<file path="src/hw/rtl/ccb_pkg.sv">
package ccb_pkg;

  localparam int COORD_BITS = 12;
  localparam int PIXEL_BITS = 32;
  localparam int POS_BITS   = COORD_BITS - 1;
  localparam int CALC_W     = COORD_BITS + 3;

  localparam logic REQ_START = 1'b0;
  localparam logic REQ_TEXEL = 1'b1;

  typedef enum logic [1:0] {
    REG_FRAME_WIDTH  = 2'd0,
    REG_FRAME_HEIGHT = 2'd1,
    REG_TEX_WIDTH    = 2'd2,
    REG_TEX_HEIGHT   = 2'd3
  } cfg_reg_t;

  typedef enum logic [1:0] {
    KIND_READ  = 2'd0,
    KIND_WRITE = 2'd1,
    KIND_DONE  = 2'd2
  } out_kind_t;

  typedef struct packed {
    logic                         req_type;
    logic signed [COORD_BITS-1:0] dest_x;
    logic signed [COORD_BITS-1:0] dest_y;
    logic [POS_BITS-1:0]          src_x;
    logic [POS_BITS-1:0]          src_y;
    logic [COORD_BITS-1:0]        src_w;
    logic [COORD_BITS-1:0]        src_h;
    logic [PIXEL_BITS-1:0]        texel_value;
  } in_item_t;

  typedef struct packed {
    out_kind_t             out_kind;
    logic [POS_BITS-1:0]   out_col;
    logic [POS_BITS-1:0]   out_row;
    logic [PIXEL_BITS-1:0] out_pixel;
    logic                  run_last;
  } out_item_t;

  typedef struct packed {
    logic                  empty;
    logic [COORD_BITS-1:0] w;
    logic [COORD_BITS-1:0] h;
    logic [POS_BITS-1:0]   dx;
    logic [POS_BITS-1:0]   dy;
    logic [POS_BITS-1:0]   sx;
    logic [POS_BITS-1:0]   sy;
  } clip_res_t;

endpackage

</file>
<file path="src/hw/rtl/ccb_clip.sv">
module ccb_clip
  import ccb_pkg::*;
(
  input  in_item_t              cmd,
  input  logic [COORD_BITS-1:0] frame_w,
  input  logic [COORD_BITS-1:0] frame_h,
  input  logic [COORD_BITS-1:0] tex_w,
  input  logic [COORD_BITS-1:0] tex_h,
  output clip_res_t             res
);

  logic signed [CALC_W-1:0] dx0, dy0, sx0, sy0, w0, h0;
  logic signed [CALC_W-1:0] dx1, dy1, sx1, sy1, w1, h1;
  logic signed [CALC_W-1:0] lim_tw, lim_fw, lim_th, lim_fh;
  logic signed [CALC_W-1:0] wa, ha, wf, hf;

  always_comb begin
    dx0 = $signed({{(CALC_W-COORD_BITS){cmd.dest_x[COORD_BITS-1]}}, cmd.dest_x});
    dy0 = $signed({{(CALC_W-COORD_BITS){cmd.dest_y[COORD_BITS-1]}}, cmd.dest_y});
    sx0 = $signed({{(CALC_W-POS_BITS){1'b0}}, cmd.src_x});
    sy0 = $signed({{(CALC_W-POS_BITS){1'b0}}, cmd.src_y});
    w0  = $signed({{(CALC_W-COORD_BITS){1'b0}}, cmd.src_w});
    h0  = $signed({{(CALC_W-COORD_BITS){1'b0}}, cmd.src_h});

    // pull negative corner back to the edge
    if (dx0 < 0) begin
      w1  = w0 + dx0;
      sx1 = sx0 - dx0;
      dx1 = '0;
    end else begin
      w1  = w0;
      sx1 = sx0;
      dx1 = dx0;
    end
    if (dy0 < 0) begin
      h1  = h0 + dy0;
      sy1 = sy0 - dy0;
      dy1 = '0;
    end else begin
      h1  = h0;
      sy1 = sy0;
      dy1 = dy0;
    end

    lim_tw = $signed({{(CALC_W-COORD_BITS){1'b0}}, tex_w}) - sx1;
    lim_th = $signed({{(CALC_W-COORD_BITS){1'b0}}, tex_h}) - sy1;
    lim_fw = $signed({{(CALC_W-COORD_BITS){1'b0}}, frame_w}) - dx1;
    lim_fh = $signed({{(CALC_W-COORD_BITS){1'b0}}, frame_h}) - dy1;

    wa = (lim_tw < w1) ? lim_tw : w1;
    wf = (lim_fw < wa) ? lim_fw : wa;
    ha = (lim_th < h1) ? lim_th : h1;
    hf = (lim_fh < ha) ? lim_fh : ha;

    res.empty = (wf <= 0) || (hf <= 0);
    res.w     = wf[COORD_BITS-1:0];
    res.h     = hf[COORD_BITS-1:0];
    res.dx    = dx1[POS_BITS-1:0];
    res.dy    = dy1[POS_BITS-1:0];
    res.sx    = sx1[POS_BITS-1:0];
    res.sy    = sy1[POS_BITS-1:0];
  end

endmodule

</file>
<file path="src/hw/rtl/clipped_colorkey_blit_unit.sv">
// channel | beat                          | handshake
// in      | in_data  (start cmd or texel) | in_valid / in_ready
// out     | out_data (read, write, done)  | out_valid / out_ready
// cfg     | cfg_index, cfg_data           | cfg_valid / cfg_ready (always ready)
//
// One input beat per cycle while in_ready holds. An input register feeds the
// clip and step logic, which pushes zero, one or two beats into a two-entry
// output queue; a nonzero texel answer is a write followed by a read or done,
// and the out port issues one beat a cycle while out_ready is high.
// Sync active-low reset: idle, queue empty, registers 640/480/64/64.
// in_ready drops only when the queue has no room for the held beat's results.
module clipped_colorkey_blit_unit
  import ccb_pkg::*;
(
  input  logic                  clk,
  input  logic                  rst_n,
  input  logic                  in_valid,
  output logic                  in_ready,
  input  in_item_t              in_data,
  output logic                  out_valid,
  input  logic                  out_ready,
  output out_item_t             out_data,
  input  logic                  cfg_valid,
  output logic                  cfg_ready,
  input  cfg_reg_t              cfg_index,
  input  logic [COORD_BITS-1:0] cfg_data
);

  logic [COORD_BITS-1:0] frame_w_r, frame_h_r, tex_w_r, tex_h_r;

  logic     in_vld_r;
  in_item_t in_buf_r;

  logic                  busy_r, busy_nxt;
  logic [COORD_BITS-1:0] col_r, col_nxt, row_r, row_nxt;
  logic [COORD_BITS-1:0] clip_w_r, clip_h_r;
  logic [POS_BITS-1:0]   dst_ox_r, dst_oy_r, src_ox_r, src_oy_r;

  out_item_t   q_r [2];
  logic        wr_ptr_r, rd_ptr_r;
  logic [1:0]  q_cnt_r, q_cnt_nxt;

  clip_res_t clip;
  logic      is_start, pop, proc_go;
  logic [1:0] need;
  logic [2:0] room;
  logic [COORD_BITS:0] col_inc, row_inc;
  logic                wrap, fin, opaque;
  logic [COORD_BITS-1:0] col_step, row_step;
  out_item_t res0, res1, tail;

  ccb_clip u_clip (
    .cmd     (in_buf_r),
    .frame_w (frame_w_r),
    .frame_h (frame_h_r),
    .tex_w   (tex_w_r),
    .tex_h   (tex_h_r),
    .res     (clip)
  );

  assign cfg_ready = 1'b1;

  always_ff @(posedge clk) begin
    if (!rst_n) begin
      frame_w_r <= COORD_BITS'(640);
      frame_h_r <= COORD_BITS'(480);
      tex_w_r   <= COORD_BITS'(64);
      tex_h_r   <= COORD_BITS'(64);
    end else if (cfg_valid) begin
      unique case (cfg_index)
        REG_FRAME_WIDTH:  frame_w_r <= cfg_data;
        REG_FRAME_HEIGHT: frame_h_r <= cfg_data;
        REG_TEX_WIDTH:    tex_w_r   <= cfg_data;
        REG_TEX_HEIGHT:   tex_h_r   <= cfg_data;
        default: ;
      endcase
    end
  end

  // result beats for start commands and texel steps
  always_comb begin
    is_start = (in_buf_r.req_type == REQ_START);
    opaque   = (in_buf_r.texel_value != '0);
    col_inc  = {1'b0, col_r} + 1'b1;
    wrap     = (col_inc >= {1'b0, clip_w_r});
    col_step = wrap ? '0 : col_inc[COORD_BITS-1:0];
    row_inc  = {1'b0, row_r} + (COORD_BITS+1)'(wrap);
    fin      = (row_inc >= {1'b0, clip_h_r});
    row_step = row_inc[COORD_BITS-1:0];

    if (fin) begin
      tail = '{out_kind: KIND_DONE, out_col: '0, out_row: '0, out_pixel: '0, run_last: 1'b1};
    end else begin
      tail = '{out_kind: KIND_READ,
               out_col: src_ox_r + col_step[POS_BITS-1:0],
               out_row: src_oy_r + row_step[POS_BITS-1:0],
               out_pixel: '0, run_last: 1'b1};
    end

    res0 = tail;
    res1 = tail;
    need = 2'd0;
    if (is_start) begin
      need = 2'd1;
      if (clip.empty) begin
        res0 = '{out_kind: KIND_DONE, out_col: '0, out_row: '0, out_pixel: '0, run_last: 1'b1};
      end else begin
        res0 = '{out_kind: KIND_READ, out_col: clip.sx, out_row: clip.sy,
                 out_pixel: '0, run_last: 1'b1};
      end
    end else if (busy_r) begin
      if (opaque) begin
        need = 2'd2;
        res0 = '{out_kind: KIND_WRITE,
                 out_col: dst_ox_r + col_r[POS_BITS-1:0],
                 out_row: dst_oy_r + row_r[POS_BITS-1:0],
                 out_pixel: in_buf_r.texel_value, run_last: 1'b0};
      end else begin
        need = 2'd1;
      end
    end
  end

  assign out_valid = (q_cnt_r != 2'd0);
  assign out_data  = q_r[rd_ptr_r];
  assign pop       = out_valid && out_ready;
  assign room      = 3'd2 - {1'b0, q_cnt_r} + {2'b0, pop};
  assign proc_go   = in_vld_r && ({1'b0, need} <= room);
  assign in_ready  = !in_vld_r || proc_go;
  assign q_cnt_nxt = proc_go ? (q_cnt_r + need - {1'b0, pop}) : (q_cnt_r - {1'b0, pop});

  always_comb begin
    busy_nxt = busy_r;
    col_nxt  = col_r;
    row_nxt  = row_r;
    if (proc_go) begin
      if (is_start) begin
        busy_nxt = !clip.empty;
        col_nxt  = '0;
        row_nxt  = '0;
      end else if (busy_r) begin
        busy_nxt = !fin;
        col_nxt  = fin ? '0 : col_step;
        row_nxt  = fin ? '0 : row_step;
      end
    end
  end

  always_ff @(posedge clk) begin
    if (!rst_n) begin
      in_vld_r <= 1'b0;
      busy_r   <= 1'b0;
      col_r    <= '0;
      row_r    <= '0;
      wr_ptr_r <= 1'b0;
      rd_ptr_r <= 1'b0;
      q_cnt_r  <= 2'd0;
    end else begin
      if (in_ready) begin
        in_vld_r <= in_valid;
      end
      busy_r   <= busy_nxt;
      col_r    <= col_nxt;
      row_r    <= row_nxt;
      q_cnt_r  <= q_cnt_nxt;
      if (pop) begin
        rd_ptr_r <= !rd_ptr_r;
      end
      if (proc_go) begin
        wr_ptr_r <= wr_ptr_r ^ need[0];
      end
    end
  end

  always_ff @(posedge clk) begin
    if (in_ready && in_valid) begin
      in_buf_r <= in_data;
    end
    if (proc_go && is_start && !clip.empty) begin
      clip_w_r <= clip.w;
      clip_h_r <= clip.h;
      dst_ox_r <= clip.dx;
      dst_oy_r <= clip.dy;
      src_ox_r <= clip.sx;
      src_oy_r <= clip.sy;
    end
    if (proc_go && need != 2'd0) begin
      q_r[wr_ptr_r] <= res0;
    end
    if (proc_go && need == 2'd2) begin
      q_r[!wr_ptr_r] <= res1;
    end
  end

  a_q_bound: assert property (@(posedge clk) disable iff (!rst_n)
    q_cnt_r != 2'd3)
    else $error("output queue overflow");

  a_busy_range: assert property (@(posedge clk) disable iff (!rst_n)
    busy_r |-> (col_r < clip_w_r) && (row_r < clip_h_r))
    else $error("blit position outside clipped area");

  a_start_busy: assert property (@(posedge clk) disable iff (!rst_n)
    (proc_go && is_start) |=> (busy_r == !$past(clip.empty)))
    else $error("start command left wrong busy state");

  a_done_last: assert property (@(posedge clk) disable iff (!rst_n)
    (out_valid && out_data.out_kind == KIND_DONE) |-> out_data.run_last)
    else $error("done beat without run_last");

endmodule

</file>
<file path="config.mk">
export PLATFORM = sky130hd
export DESIGN_NAME = clipped_colorkey_blit_unit
export DESIGN_NICKNAME = d
export VERILOG_FILES = /design/src/hw/rtl/ccb_pkg.sv /design/src/hw/rtl/ccb_clip.sv /design/src/hw/rtl/clipped_colorkey_blit_unit.sv
export SDC_FILE = /design/constraint.sdc
export NUM_CORES = 1
export LEC_CHECK = 0
export ABC_CLOCK_PERIOD_IN_PS = 15900
export BUFFER_PORTS_ARGS = -buffer_cell sky130_fd_sc_hd__buf_2
export CAP_MARGIN = 5
export CORE_MARGIN = 5
export CORE_UTILIZATION = 50
export CTS_BUF_LIST = sky130_fd_sc_hd__clkbuf_16
export CTS_CLUSTER_DIAMETER = 120
export DETAILED_ROUTE_END_ITERATION = 8
export GPL_ROUTABILITY_DRIVEN = 0
export PLACE_DENSITY = 0.65
export SLEW_MARGIN = 20
export SYNTH_ARGS = -nofsm -noshare
export SYNTH_HDL_FRONTEND = slang
export SYNTH_SLANG_ARGS = --single-unit
</file>
<file path="constraint.sdc">
create_clock -name clk -period 15.9 [get_ports clk]
set_input_delay 1.59 -clock clk [delete_from_list [all_inputs] [get_ports clk]]
set_output_delay 1.59 -clock clk [all_outputs]
set_load 0.02 [all_outputs]
</file>
-- Yosys cells after proc, flatten, opt, wreduce, memory -nomap -nowiden
Memory sizes are Yosys's and may differ from the RTL's. A register that Yosys moved wholly into a read port is not among the register bits.
Index checks and enable logic that the tools add are counted.
W data, S select, Z words.
- register bits: 249
- RAM bits: 114
- input port bits: 122
- output and inout bits: 60
- memories: 1
- memories (memory ; depth ; width ; read ports ; clocked after Yosys merged registers in ; wr ports ; line ; RTL):
    q_r ; 2 ; 57 ; 1 ; 1 ; 2 ; clipped_colorkey_blit_unit.sv:39 ; out_item_t q_r [2];
- add/subtract/negate cells: 19
- $lt $le $gt $ge: 11
- equal/unequal tests: 5
- mux-type cells: 34
- bitwise logic cells: 2
- reductions and logical operators: 23
- operators with widths (kind ; count):
    $mux W57 ; 5
    $mux W15 ; 10
    $mux W12 ; 7
    $lt A15 B15 Y1 ; 4
    $sub A13 B15 Y15 ; 4
    $add A11 B11 Y11 ; 4
    $reduce_bool A32 Y1 ; 1
    $le A15 B1 Y1 const B ; 2
    $add A13 B12 Y14 ; 2
    $ge A13 B12 Y1 ; 2
    $sub A12 B12 Y13 ; 2
    $lt A12 B1 Y1 const B ; 2
    $add A12 B1 Y13 ; 1
    $add A12 B1 Y13 const B ; 1
    $reduce_and A2 Y1 ; 5
    $mux W1 ; 8
    $mux W2 ; 4
    $logic_and A1 B1 Y1 ; 7
    $eq A2 B2 Y1 const B ; 3
    $logic_not A1 Y1 ; 5
    $reduce_bool A2 Y1 ; 2
    $sub A2 B1 Y2 ; 2
    $add A3 B1 Y3 ; 1
    $le A2 B3 Y1 ; 1
    8 further kinds ; 9

-- Logic depth before layout (Yosys ltp)
Gate-level depths: netlist (run 1).
- word-level depth: 11
- depth in mapped cells: 48
- depth with buffers taken out: 44

-- Hierarchy
From an unflattened synthesis (run 1), not the netlist that was laid out.
- cell total of the unflattened synthesis: 2339
- area total of the unflattened synthesis: 23192.2 um2
- by module, submodules not included (module ; instances ; cells each ; area an instance (um2)):
    clipped_colorkey_blit_unit ; 1 ; 1332 ; 15945.3
    ccb_clip ; 1 ; 1007 ; 7247.0

-- Worst setup path after synthesis (run 1)
No wires, ideal clock.
- kind: flip-flop to flip-flop
- from: reg in_buf_r[67] (netlist bit)
- to: reg clip_h_r[0], enable pin
- setup time: 494 ps
- data arrival time: 10916 ps
- required time: 15406 ps
- setup slack: 4490 ps
- stages on the path, launching flop included: 40
- clock period less this slack: 11410 ps
- cell sequence: edfxtp_1 -> inv_1 -> ha_1 -> inv_1 -> fa_1 -> a211oi_2 -> o21ai_0 -> a21oi_1 -> xnor2_1 -> mux2_2 -> inv_1 -> ha_1 -> or4_1 -> o21ai_2 -> a221oi_1 -> a2111oi_2 -> a21o_1 -> xor2_1 -> [... 4 more ...] -> nor2_1 -> a2111oi_4 -> a211oi_4 -> buf_6 -> clkbuf_1 -> o21ai_0 -> ha_1 -> a21o_1 -> a21o_1 -> a21oi_1 -> nor2b_1 -> o21ai_0 -> a41oi_1 -> a211oi_4 -> o21ai_1 -> nor4_4 -> nand2_1 -> nor2_1
- RTL lines (element ; line ; RTL):
    start: declaration ; clipped_colorkey_blit_unit.sv:32 ; in_item_t in_buf_r;
    start signal: assignment ; clipped_colorkey_blit_unit.sv:177 ; in_buf_r <= in_data;
    end signal: assignment ; clipped_colorkey_blit_unit.sv:181 ; clip_h_r <= clip.h;
    end: declaration ; clipped_colorkey_blit_unit.sv:36 ; logic [COORD_BITS-1:0] clip_w_r, clip_h_r;

-- Worst setup path in the final report (run 1)
- from: reg in_buf_r[92] (netlist bit)
- to: reg src_oy_r[8], enable pin
- word-level cells in the longest chain between the ends: 11
- elaborated cells on any way between the ends: 16
- RTL lines (element ; line ; RTL):
    $sub A12 B12 Y13 or $lt A12 B1 Y1 (tied branches) ; ccb_clip.sv:28, ccb_clip.sv:26 ;
    $mux W15 ; ccb_clip.sv:26 ; if (dx0 < 0) begin
    $sub A13 B15 Y15 ; ccb_clip.sv:45 ; lim_tw = $signed({{(CALC_W-COORD_BITS){1'b0}}, tex_w}) - sx1;
    $lt A15 B15 Y1 ; ccb_clip.sv:50 ; wa = (lim_tw < w1) ? lim_tw : w1;
    $mux W15 ; ccb_clip.sv:50 ;
    $lt A15 B15 Y1 ; ccb_clip.sv:51 ; wf = (lim_fw < wa) ? lim_fw : wa;
    $mux W15 (*) ; ccb_clip.sv:51 ;
    $le A15 B1 Y1 (*) ; ccb_clip.sv:55 ; res.empty = (wf <= 0) || (hf <= 0);
    $logic_or A1 B1 Y1 (*) ; ccb_clip.sv:55 ;
    $logic_not A1 Y1 (*) ; clipped_colorkey_blit_unit.sv:179 ; if (proc_go && is_start && !clip.empty) begin
    $logic_and A1 B1 Y1 (*) ; clipped_colorkey_blit_unit.sv:179 ;
    end signal: assignment ; clipped_colorkey_blit_unit.sv:185 ; src_oy_r <= clip.sy;
    end: declaration ; clipped_colorkey_blit_unit.sv:37 ; logic [POS_BITS-1:0] dst_ox_r, dst_oy_r, src_ox_r, src_oy_r;
Every way passes the cells marked *; elsewhere a longest branch is shown, timed or not.
A chain may end at the register's enable or synchronous reset.

==> results of run 1 <==
## power groups by stage
stage	registers [W]	clock network, W	logic, W
final	0.00118	0.000997	0.00139
after global routing	0.00119	0.00106	0.00154
after CTS	0.00118	0.00102	0.00138
after detailed placement	0.00120	0	0.00136
after global placement	0.00120	0	0.00133
after floorplan	0.00118	0	0.00101
## cells in the mapped netlist, types with 65 or more instances
cell type | number | area share [%]
o21ai_0 | 93 | 2.0
edfxtp_1 | 217 | 28
dfxtp_1 | 147 | 13
nand2_1 | 217 | 3.5
a22o_1 | 66 | 2.5
inv_1 | 190 | 3.1
xnor2_1 | 88 | 3.4
clkbuf_1 | 65 | 1.1
a21oi_1 | 182 | 4.0
ha_1 | 216 | 12
nor2_1 | 123 | 2.0
mux2_2 | 66 | 3.2
## worst max-delay path, delay by kind of cell, from the launching register on
kind	cells	cell delay [ns]
multiplexers	2	0.68
adder cells (fa/ha/maj)	5	1.56
XOR/XNOR	2	0.24
flip-flops	1	0.39
AND/OR/NAND/NOR	7	1.70
AO/OA/AOI/OAI	22	5.35
buffers and inverters	2	0.73
## placed cells by master, fill, tap and decap left out, types with 88 or more instances in the layout
cell,count
dfxtp_1,146
xnor2_1,88
edfxtp_1,217
a21oi_1,181
inv_1,200
nand2_1,217
o21ai_0,93
buf_2,180
nor2_1,120
ha_1,216
## layer usage
metal	wire length, um	part of all wire, %
met2	27910	45
met5	0	0
met3	4129	6.6
met4	1842	2.9
met1	28670	46
## flip-flops by register name, summed over array words and instances (netlist names), 2 cells and up, named ones only
signal and count:
q_r 114, in_buf_r 103, clip_h_r 12, clip_w_r 12, col_r 12, frame_h_r 12
frame_w_r 12, row_r 12, tex_h_r 12, tex_w_r 12, dst_ox_r 11, dst_oy_r 11
src_ox_r 11, src_oy_r 11, q_cnt_r 2
## cell type report
type	instances	area, um^2
well taps	600	750.7
multi-input cells	1691	12450
repair buffers	197	1028
clock inverters	33	362.8
inverters	194	728.2
flip-flops and latches	364	9460
fillers	3975	19550
clock buffers	42	1051
## worst paths after layout
kind                startpoint           to  slack [ns]  cells after the start
hold reg to reg     q_r[0][55]   q_r[0][55]        0.45                      1
setup / recovery  in_buf_r[92]  src_oy_r[8]        4.81                     40
setup reg to reg  in_buf_r[92]  src_oy_r[8]        4.81                     40
hold / removal      q_r[0][55]   q_r[0][55]        0.45                      1
## stage by stage
step | hold WS (ns) | cell area, um^2 | setup slack (ns) | power, W
after global placement | 0.4297 | 24410 | 5.152 | 0.002531
after global routing | 0.4829 | 25830 | 4.011 | 0.003790
after detailed placement | 0.4436 | 24410 | 4.937 | 0.002567
after CTS | 0.4578 | 25830 | 4.862 | 0.003575
final | 0.4541 | 25830 | 4.808 | 0.003573
after floorplan | 0.4208 | 22950 | 4.490 | 0.002192
## cells by family (layout without fill, tap and decap cells)
family	Yosys count	count (layout)
AOI/OAI and AO/OA	667	667
and+or+nand+nor	567	567
DFF	364	364
buffers and inverters	278	466
adders and majority gates	234	234
xor gates and xnor gates	122	122
muxes	100	100
other	1	1
==> impl_metrics.json, run 1 <==
{
  "status": "finished, final reports clean",
  "grt_max_degree": 72,
  "die_w_um": 224.2,
  "synth_xor_area_share_pct": 4.656,
  "met3_usage_pct": 3.942,
  "rsz0062_at_grt": "false",
  "dieArea_um2": 50280,
  "required_ns": 16.08,
  "synth-compound-area-share_pct": 19.74,
  "maxSlewHeadroom_pct": 25.25,
  "top_usage_layer": "met2",
  "grtUsageMet1_pct": 34.11,
  "syn2layout_area_growth_pct": 12.56,
  "ys_ff_latch": 364,
  "numPlacedInstances": 3046,
  "cts_resized": 0,
  "dp_hpwl_um": 48330,
  "fin_util_pct": 56.92,
  "leakagePower_nw": 11.22,
  "fin_cells": 3121,
  "syn_area_per_cell_um2": 9.837,
  "synthAdderAreaFrac_pct": 13.10,
  "p_clk_share_pct": 27.9,
  "routedWlPerCell_um": 20.04,
  "clkTransAtPathRegs_ns": 0.06,
  "fp-row-count": 78,
  "cts_root_buf": "clkbuf_16",
  "ir_drop_v": 0.0001113,
  "drt_iter0_drc": 1347,
  "synthDistinctLibCells": 95,
  "yosysWarnings": 0,
  "cpPeakStageDelay_ns": 0.84,
  "met2_usage_pct": 38.24,
  "cp-start-kind": "flip-flop",
  "tns_ns": 0,
  "track_usage_pct": 24.10,
  "cts_htree_levels": 2,
  "antennaDiodeCount": 0,
  "drt-pass1-iter-count": 8,
  "grt_pass1_vias": 17840,
  "postCtsSetupBuffers": 0,
  "die_h_um": 224.2,
  "synth_nets": 2683,
  "skew_ns": 0.01883,
  "synth_flop_cell": "edfxtp_1",
  "critPathKind": "flip-flop to flip-flop",
  "io_buffers": 180,
  "cp_common_cell": "a21o_1",
  "wl_um": 62560,
  "synthMuxAreaShare_pct": 4.721,
  "end_kind": "flip-flop",
  "clockBufferDepth": 3,
  "cts_buffers": 41,
  "worstMarginPinSlew_ns": 1.121,
  "synthArstFlopShare_pct": 0,
  "via_per_inst": 5.868,
  "syn_area_um2": 22950,
  "critPathSlowestCell": "a211oi_4",
  "ant_nets": 0,
  "hold_class": "flip-flop to flip-flop",
  "grt-ovfl-total": 0,
  "switchingPower_w": 0.001310,
  "initial_core_util_pct": 50.57,
  "hold_viol_final": 0,
  "grt_pass1_wl_um": 97570,
  "route.detailed.drc": 0,
  "io_pins": 182,
  "seqPwrFrac_pct": 33.1,
  "core_um2": 45380,
  "finalCritPeriodShare_pct": 69.76,
  "vias": 18320,
  "period_minus_slack_ns": 11.09,
  "synth_edf_count": 217,
  "finalSetupViolations": 0,
  "powerDensity_nw_per_um2": 138.3,
  "p_int_w": 0.002262,
  "crit_fanout": 68,
  "drive_gt1_share_pct": 14.68,
  "slew_violations": 0,
  "fmax_mhz": 90.16,
  "insertion_delay_ns": 0.57,
  "clkSinkCount": 364,
  "maxCapViolCount": 0,
  "synth_top_family_by_area": "compound AO/OA/AOI/OAI gates",
  "yosys.area_share.simple_pct": 11.84,
  "combPwrFrac_pct": 39.0,
  "arrival_ns": 11.27,
  "cts_hold_buf": 0,
  "antenna_found_initial": 1,
  "netSwitchingFraction_pct": 36.68,
  "netlist_instances": 2333,
  "ys_seq_area_share_pct": 41.22,
  "cts_tree": "done",
  "nets": 2839
}
No activity file was read; power rests on OpenSTA's default activity.
==> inputs of run 2 (changes only) <==
ABC_AREA = 1   (was not set)
ABC_CLOCK_PERIOD_IN_PS = 9950   (was 15900)
PLACE_DENSITY = 0.68   (was 0.65)
clock period = 9.95 ns   (was 15.9 ns; I/O delays follow)
==> run 2 against run 1 <==
  * Maximum frequency up 21%
  * Non-clock buffer count increased by 1
  * Hold slack got worse by 0.0070 ns
  * Clock power grew 58%
  * Sequential share of layout area decreased by 0.93 points
  * Clock skew up 0.0033 ns
  * Critical path depth rose by 8
  * Synthesized cell count grew 26%
  * Total power grew 69%
  * Die area is 2.7% higher
  * Via count is 9.5% higher
  * Largest cell class unchanged
==> impl_metrics.json, run 2 <==
{
  "status": "finished, final reports clean",
  "cpPeakStageDelay_ns": 0.49,
  "holdPathEnd": "q_r[1][5]",
  "core_um2": 46650,
  "netlist_instances": 2941,
  "initial_core_util_pct": 50.56,
  "maxSlewHeadroom_pct": 29.24,
  "dieArea_um2": 51620,
  "syn2layout_area_growth_pct": 12.35,
  "hold_class": "flip-flop to flip-flop",
  "synth_nets": 3291,
  "synthDistinctLibCells": 51,
  "largest_reg_flops": 114,
  "syn_area_um2": 23590,
  "rsz0062_at_grt": "false",
  "final_cell_mix": "nand2_1, inv_1, nor2_1",
  "io_buffers": 180,
  "cp-start-kind": "flip-flop",
  "yosysWarnings": 0,
  "drt-pass1-iter-count": 6,
  "via_per_inst": 5.346,
  "fp-row-count": 79,
  "nets": 3461,
  "antennaDiodeCount": 0,
  "routedWlPerCell_um": 16.18,
  "cts_htree_levels": 2,
  "clkTransAtPathRegs_ns": 0.06,
  "syn_area_per_cell_um2": 8.021,
  "cts_root_buf": "clkbuf_16",
  "synth_area_leader_cell": "edfxtp_1",
  "route.detailed.drc": 0,
  "reg2reg_from": "in_buf_r[56]",
  "ys_ff_latch": 364,
  "drive_gt1_share_pct": 13.51,
  "grt-ovfl-total": 0,
  "leakagePower_nw": 13.02,
  "synth_edf_count": 217,
  "postCtsSetupBuffers": 0,
  "io_pins": 182,
  "fin_cells": 3752,
  "arrival_ns": 9.38,
  "fillers": 4161,
  "finalSetupViolations": 0,
  "synth_flop_cell": "edfxtp_1",
  "ys_seq_area_share_pct": 40.10,
  "period_minus_slack_ns": 9.142,
  "ant_nets": 0,
  "multi_input_area_um2": 12130,
  "critPathKind": "flip-flop to flip-flop",
  "vias": 20060,
  "crit_fanout": 35,
  "antenna_found_initial": 0,
  "layout_commonest_cell": "nand2_1",
  "min_path_cells": 2,
  "slew_violations": 0,
  "finalCritPeriodShare_pct": 91.88,
  "yosys-top-cells-count": "nand2_1, inv_1, nor2_1",
  "register_area_um2": 9460,
  "grt_pass1_vias": 19260,
  "insertion_delay_ns": 0.57,
  "required_ns": 10.19,
  "wl_um": 60710,
  "dp_hpwl_um": 47230,
  "clkSinkCount": 364,
  "cts_tree": "done",
  "reg.largest.list": "q_r x114, in_buf_r x103",
  "track_usage_pct": 22.94,
  "cp_common_cell": "nand2_1",
  "synth_area_leaders": "edfxtp_1, dfxtp_1, ha_1, nand2_1, inv_1",
  "skew_ns": 0.02210,
  "min_from": "q_r[1][5]",
  "fmax_mhz": 109.4,
  "hold_viol_final": 0,
  "die_w_um": 227.2,
  "grt_max_degree": 72,
  "rr_worst_depth": 48,
  "die_h_um": 227.2,
  "pre_cts_slack_ns": 0.5443,
  "synth.top_cell.area_share_pct": 27.62,
  "tns_ns": 0,
  "clockBufferDepth": 3,
  "critPathSlowestCell": "fa_1",
  "numPlacedInstances": 3673,
  "ir_drop_v": 0.0001622,
  "cts_buffers": 43,
  "yosysMostFrequentCell": "nand2_1",
  "drt_iter0_drc": 1393,
  "layout_setup_ws_ns": 0.8080,
  "powerDensity_nw_per_um2": 227.8,
  "regMostFlops": "q_r",
  "synthArstFlopShare_pct": 0,
  "grt_pass1_wl_um": 95950,
  "worstMarginPinSlew_ns": 1.058,
  "r2r_slack_ns": 0.81,
  "maxCapViolCount": 0,
  "end_kind": "flip-flop",
  "rr_endpoint": "src_ox_r[9]"
}
==> run 2: cell types whose count changed after synthesis, sizes merged, moves of 57 or more <==
cell	delta
nand2	+444
a21oi	+64
xnor2	-57
a22o	-66
inv	+256
nor2	+214
nand3	+93
==> run 2: repair_timing <==
action	in CTS	in global routing
hold buffers	0	0
hold endpoints to repair	0	0
setup endpoints to repair	0	35
gates resized for setup	0	4
==> run 2: kinds of logic after synthesis <==
family	count (synthesis)	synth area share (%)
AND/OR/NAND/NOR	1208	21.90
AO/OA/AOI/OAI	464	10.75
flip-flops	364	40.10
adder cells (fa/ha/maj)	228	12.47
buffers and inverters	527	8.613
other	1	0.01590
XOR/XNOR	88	3.267
multiplexers	61	2.885
==> run 2: how the worst max path moves through the flow <==
stage / start / end / slack, ns / cells after the start
after floorplan: in_buf_r[89] / clip_h_r[0] / 1.68 / 51
after global placement: in_buf_r[56] / clip_w_r[11] / 0.90 / 45
final: in_buf_r[56] / src_ox_r[9] / 0.81 / 48
after detailed placement: in_buf_r[56] / dst_ox_r[10] / 0.54 / 45
after CTS: in_buf_r[56] / src_ox_r[10] / 0.50 / 45
after global routing: in_buf_r[56] / src_ox_r[10] / 0.17 / 48
==> run 2: power by group <==
part / internal, W / switching [W]
sequential: 0.00181 / 0.0000841
combinational: 0.000869 / 0.00170
clock: 0.000937 / 0.000638
total: 0.00362 / 0.00242
==> run 2: per-layer routing <==
layer	GRT usage [%]	routed length [um]
met5	0	0
met3	2.927	4295
met1	31.16	26680
met2	37.79	27480
met4	8.623	2252
==> run 2: layout make-up <==
class                   count  area share [%]
clock buffers              46           4.343
clock inverters            33          0.9867
repair buffers            198           3.909
well taps                 607           2.866
multi-input cells        2050           45.75
inverters                 454           6.449
flip-flops and latches    364           35.70
==> run 2: worst max-delay path, delay by kind of cell (launching register included) <==
kind / cells / cell delay (ns)
flops: 1 / 0.38
xor+xnor: 1 / 0.22
simple gates: 22 / 2.45
compound gates: 11 / 2.54
fa+ha+maj: 5 / 1.51
buf+inv: 9 / 1.66
==> run 2: metrics by stage <==
step | utilization (%) | total power (W) | hold WS [ns] | area (um^2)
final | 56.81 | 0.006038 | 0.4471 | 26500
after global routing | 56.81 | 0.006482 | 0.4617 | 26500
after CTS | 56.79 | 0.006055 | 0.4480 | 26500
after detailed placement | 53.77 | 0.004463 | 0.4343 | 25080
after global placement | 53.76 | 0.004368 | 0.4276 | 25080
after floorplan | - | 0.003830 | 0.4197 | 23590
==> inputs of run 3 (changes only) <==
ABC_AREA = not set   (was 1)
==> run 3 against run 2 <==
  * Final area rose by 0.37%
  * Sequential share of layout area fell by 0.13 points
  * Wire length rose by 6.9%
  * Worst setup slack got worse by 0.52 ns
  * Clock power barely moved
  * Count of clock-buffer cells in the layout rose by 3
  * Register-to-register slack got worse by 0.52 ns
  * Largest cell class unchanged
==> impl_metrics.json, run 3 (synthesis results as in run 1) <==
{
  "fillers": 3858,
  "fin_cells": 3172,
  "seqPwrFrac_pct": 31.6,
  "finalCritPeriodShare_pct": 97.15,
  "die_w_um": 224.2,
  "insertion_delay_ns": 0.58,
  "cts_htree_levels": 2,
  "holdPathEnd": "q_r[0][55]",
  "ant_nets": 0,
  "worstMarginPinSlew_ns": 1.065,
  "period_minus_slack_ns": 9.666,
  "fp-row-count": 78,
  "antennaDiodeCount": 0,
  "arrival_ns": 9.99,
  "grt-ovfl-total": 0,
  "drt-pass1-iter-count": 7,
  "status": "finished, final reports clean",
  "layout_commonest_cell": "edfxtp_1",
  "rr_endpoint": "src_oy_r[9]",
  "finalSetupViolations": 0,
  "hold_viol_final": 0,
  "crit_fanout": 17,
  "grt_pass1_wl_um": 98600,
  "fin_util_pct": 58.62,
  "grt_pass1_vias": 17930,
  "total_power_w": 0.005945,
  "combPwrFrac_pct": 42.3,
  "holdWs_ns": 0.4485,
  "syn2layout_area_growth_pct": 15.91,
  "routedWlPerCell_um": 20.46,
  "hold_class": "flip-flop to flip-flop",
  "critPathKind": "flip-flop to flip-flop",
  "ir_drop_v": 0.0001533,
  "die_h_um": 224.2,
  "min_path_cells": 1,
  "final_cell_mix": "edfxtp_1, nand2_1, ha_1",
  "numPlacedInstances": 3063,
  "powerDensity_nw_per_um2": 223.5,
  "maxSlewHeadroom_pct": 28.93,
  "leakagePower_nw": 11.56,
  "drt_iter0_drc": 1760,
  "nets": 2889,
  "tns_ns": 0,
  "track_usage_pct": 24.33,
  "cts_buffers": 42,
  "wl_um": 64900,
  "initial_core_util_pct": 50.57,
  "vias": 18770,
  "rr_worst_depth": 46,
  "p_int_w": 0.003727,
  "grt_max_degree": 59,
  "cts_root_buf": "clkbuf_16",
  "reg2reg_from": "in_buf_r[92]",
  "clkSinkCount": 364,
  "netSwitchingFraction_pct": 37.30,
  "reg.largest.list": "q_r x114, in_buf_r x103",
  "core_um2": 45380,
  "io_buffers": 180,
  "min_from": "q_r[0][55]",
  "regMostFlops": "q_r",
  "p_clk_share_pct": 26.0,
  "cp-start-kind": "flip-flop",
  "skew_ns": 0.01650,
  "fmax_mhz": 103.5,
  "dieArea_um2": 50280,
  "clkTransAtPathRegs_ns": 0.06,
  "cp_common_cell": "o21ai_1",
  "drive_gt1_share_pct": 17.42,
  "switchingPower_w": 0.002217,
  "io_pins": 182,
  "largest_reg_flops": 114,
  "cts_tree": "done",
  "antenna_found_initial": 0,
  "cts_hold_buf": 0,
  "r2r_slack_ns": 0.28,
  "required_ns": 10.28,
  "slew_violations": 0,
  "critPathSlowestCell": "or4_4",
  "maxCapViolCount": 0,
  "cpPeakStageDelay_ns": 0.64,
  "end_kind": "flip-flop",
  "dp_hpwl_um": 48410,
  "clockBufferDepth": 3,
  "route.detailed.drc": 0,
  "via_per_inst": 5.916
}
-- run 3: changes by cell type in the layout (fill, tap and decap cells not counted), moves of 40 or more --
cell,previous run,this run
o21ai_0,137,86
nand3_1,100,33
a21oi_1,245,177
inv_1,446,198
a21o_1,6,60
nor2_1,327,119
nor2b_1,0,40
xnor2_1,31,88
nand2_1,620,216
a22o_1,0,66
-- run 3: cell type report --
cell class | instances | area [um^2] | area share, %
Tap cell | 600 | 750.7 | 2.822
Multi-Input combinational cell | 1692 | 12700 | 47.74
Clock inverter | 28 | 170.2 | 0.6397
Inverter | 194 | 728.2 | 2.737
Clock buffer | 49 | 1226 | 4.609
Timing Repair Buffer | 245 | 1568 | 5.893
Sequential cell | 364 | 9460 | 35.56
-- run 3: per-stage QoR --
stage / worst slack (ns) / instance area (um^2)
4_1_cts: 0.03459 / 26020
5_1_grt: -0.08481 / 26600
3_5_place_dp: -0.06194 / 24580
2_1_floorplan: 0.4116 / 22960
3_3_place_gp: 0.2291 / 24580
6_report: 0.2841 / 26600
-- run 3: how the worst max path moves through the flow --
stage          depth (start not counted)    startpoint     endpoint  slack [ns]
3_3_place_gp                          44  in_buf_r[79]  dst_oy_r[0]        0.23
3_5_place_dp                          40  in_buf_r[67]   q_r[1][42]       -0.06
2_1_floorplan                         39  in_buf_r[67]  clip_h_r[0]        0.41
4_1_cts                               41  in_buf_r[67]   q_r[1][42]        0.03
6_report                              46  in_buf_r[92]  src_oy_r[9]        0.28
5_1_grt                               45  in_buf_r[67]   q_r[0][42]       -0.08
-- run 3: power by group through the flow --
stage | clock network [W] | logic [W] | registers [W]
6_report | 0.00155 | 0.00252 | 0.00188
4_1_cts | 0.00158 | 0.00226 | 0.00188
3_5_place_dp | 0 | 0.00223 | 0.00191
5_1_grt | 0.00164 | 0.00273 | 0.00189
2_1_floorplan | 0 | 0.00162 | 0.00188
3_3_place_gp | 0 | 0.00217 | 0.00191
-- run 3: worst max-delay path: cells and delay by family (launching register included) --
| family | cells | cell delay (ns) |
|---|---|---|
| AO/OA/AOI/OAI | 20 | 3.75 |
| XOR/XNOR | 1 | 0.16 |
| adder cells (fa/ha/maj) | 6 | 1.80 |
| buffers and inverters | 7 | 1.00 |
| flip-flops | 1 | 0.39 |
| multiplexers | 1 | 0.15 |
| AND/OR/NAND/NOR | 11 | 2.14 |
-- run 3: repair_timing --
item,CTS,global route
pin swaps,2,24
setup endpoints to repair,20,115
resized for setup,1,52
setup buffers,5,20
gates cloned,0,7
-- run 3: per-layer routing --
layer  track usage, %  up-vias  routed length [um]
li1                 -     8958                   -
met4            9.546        0                2516
met2            37.66      750               28640
met5                0        -                   0
met3            4.346      154                4887
met1            34.20     8903               28860
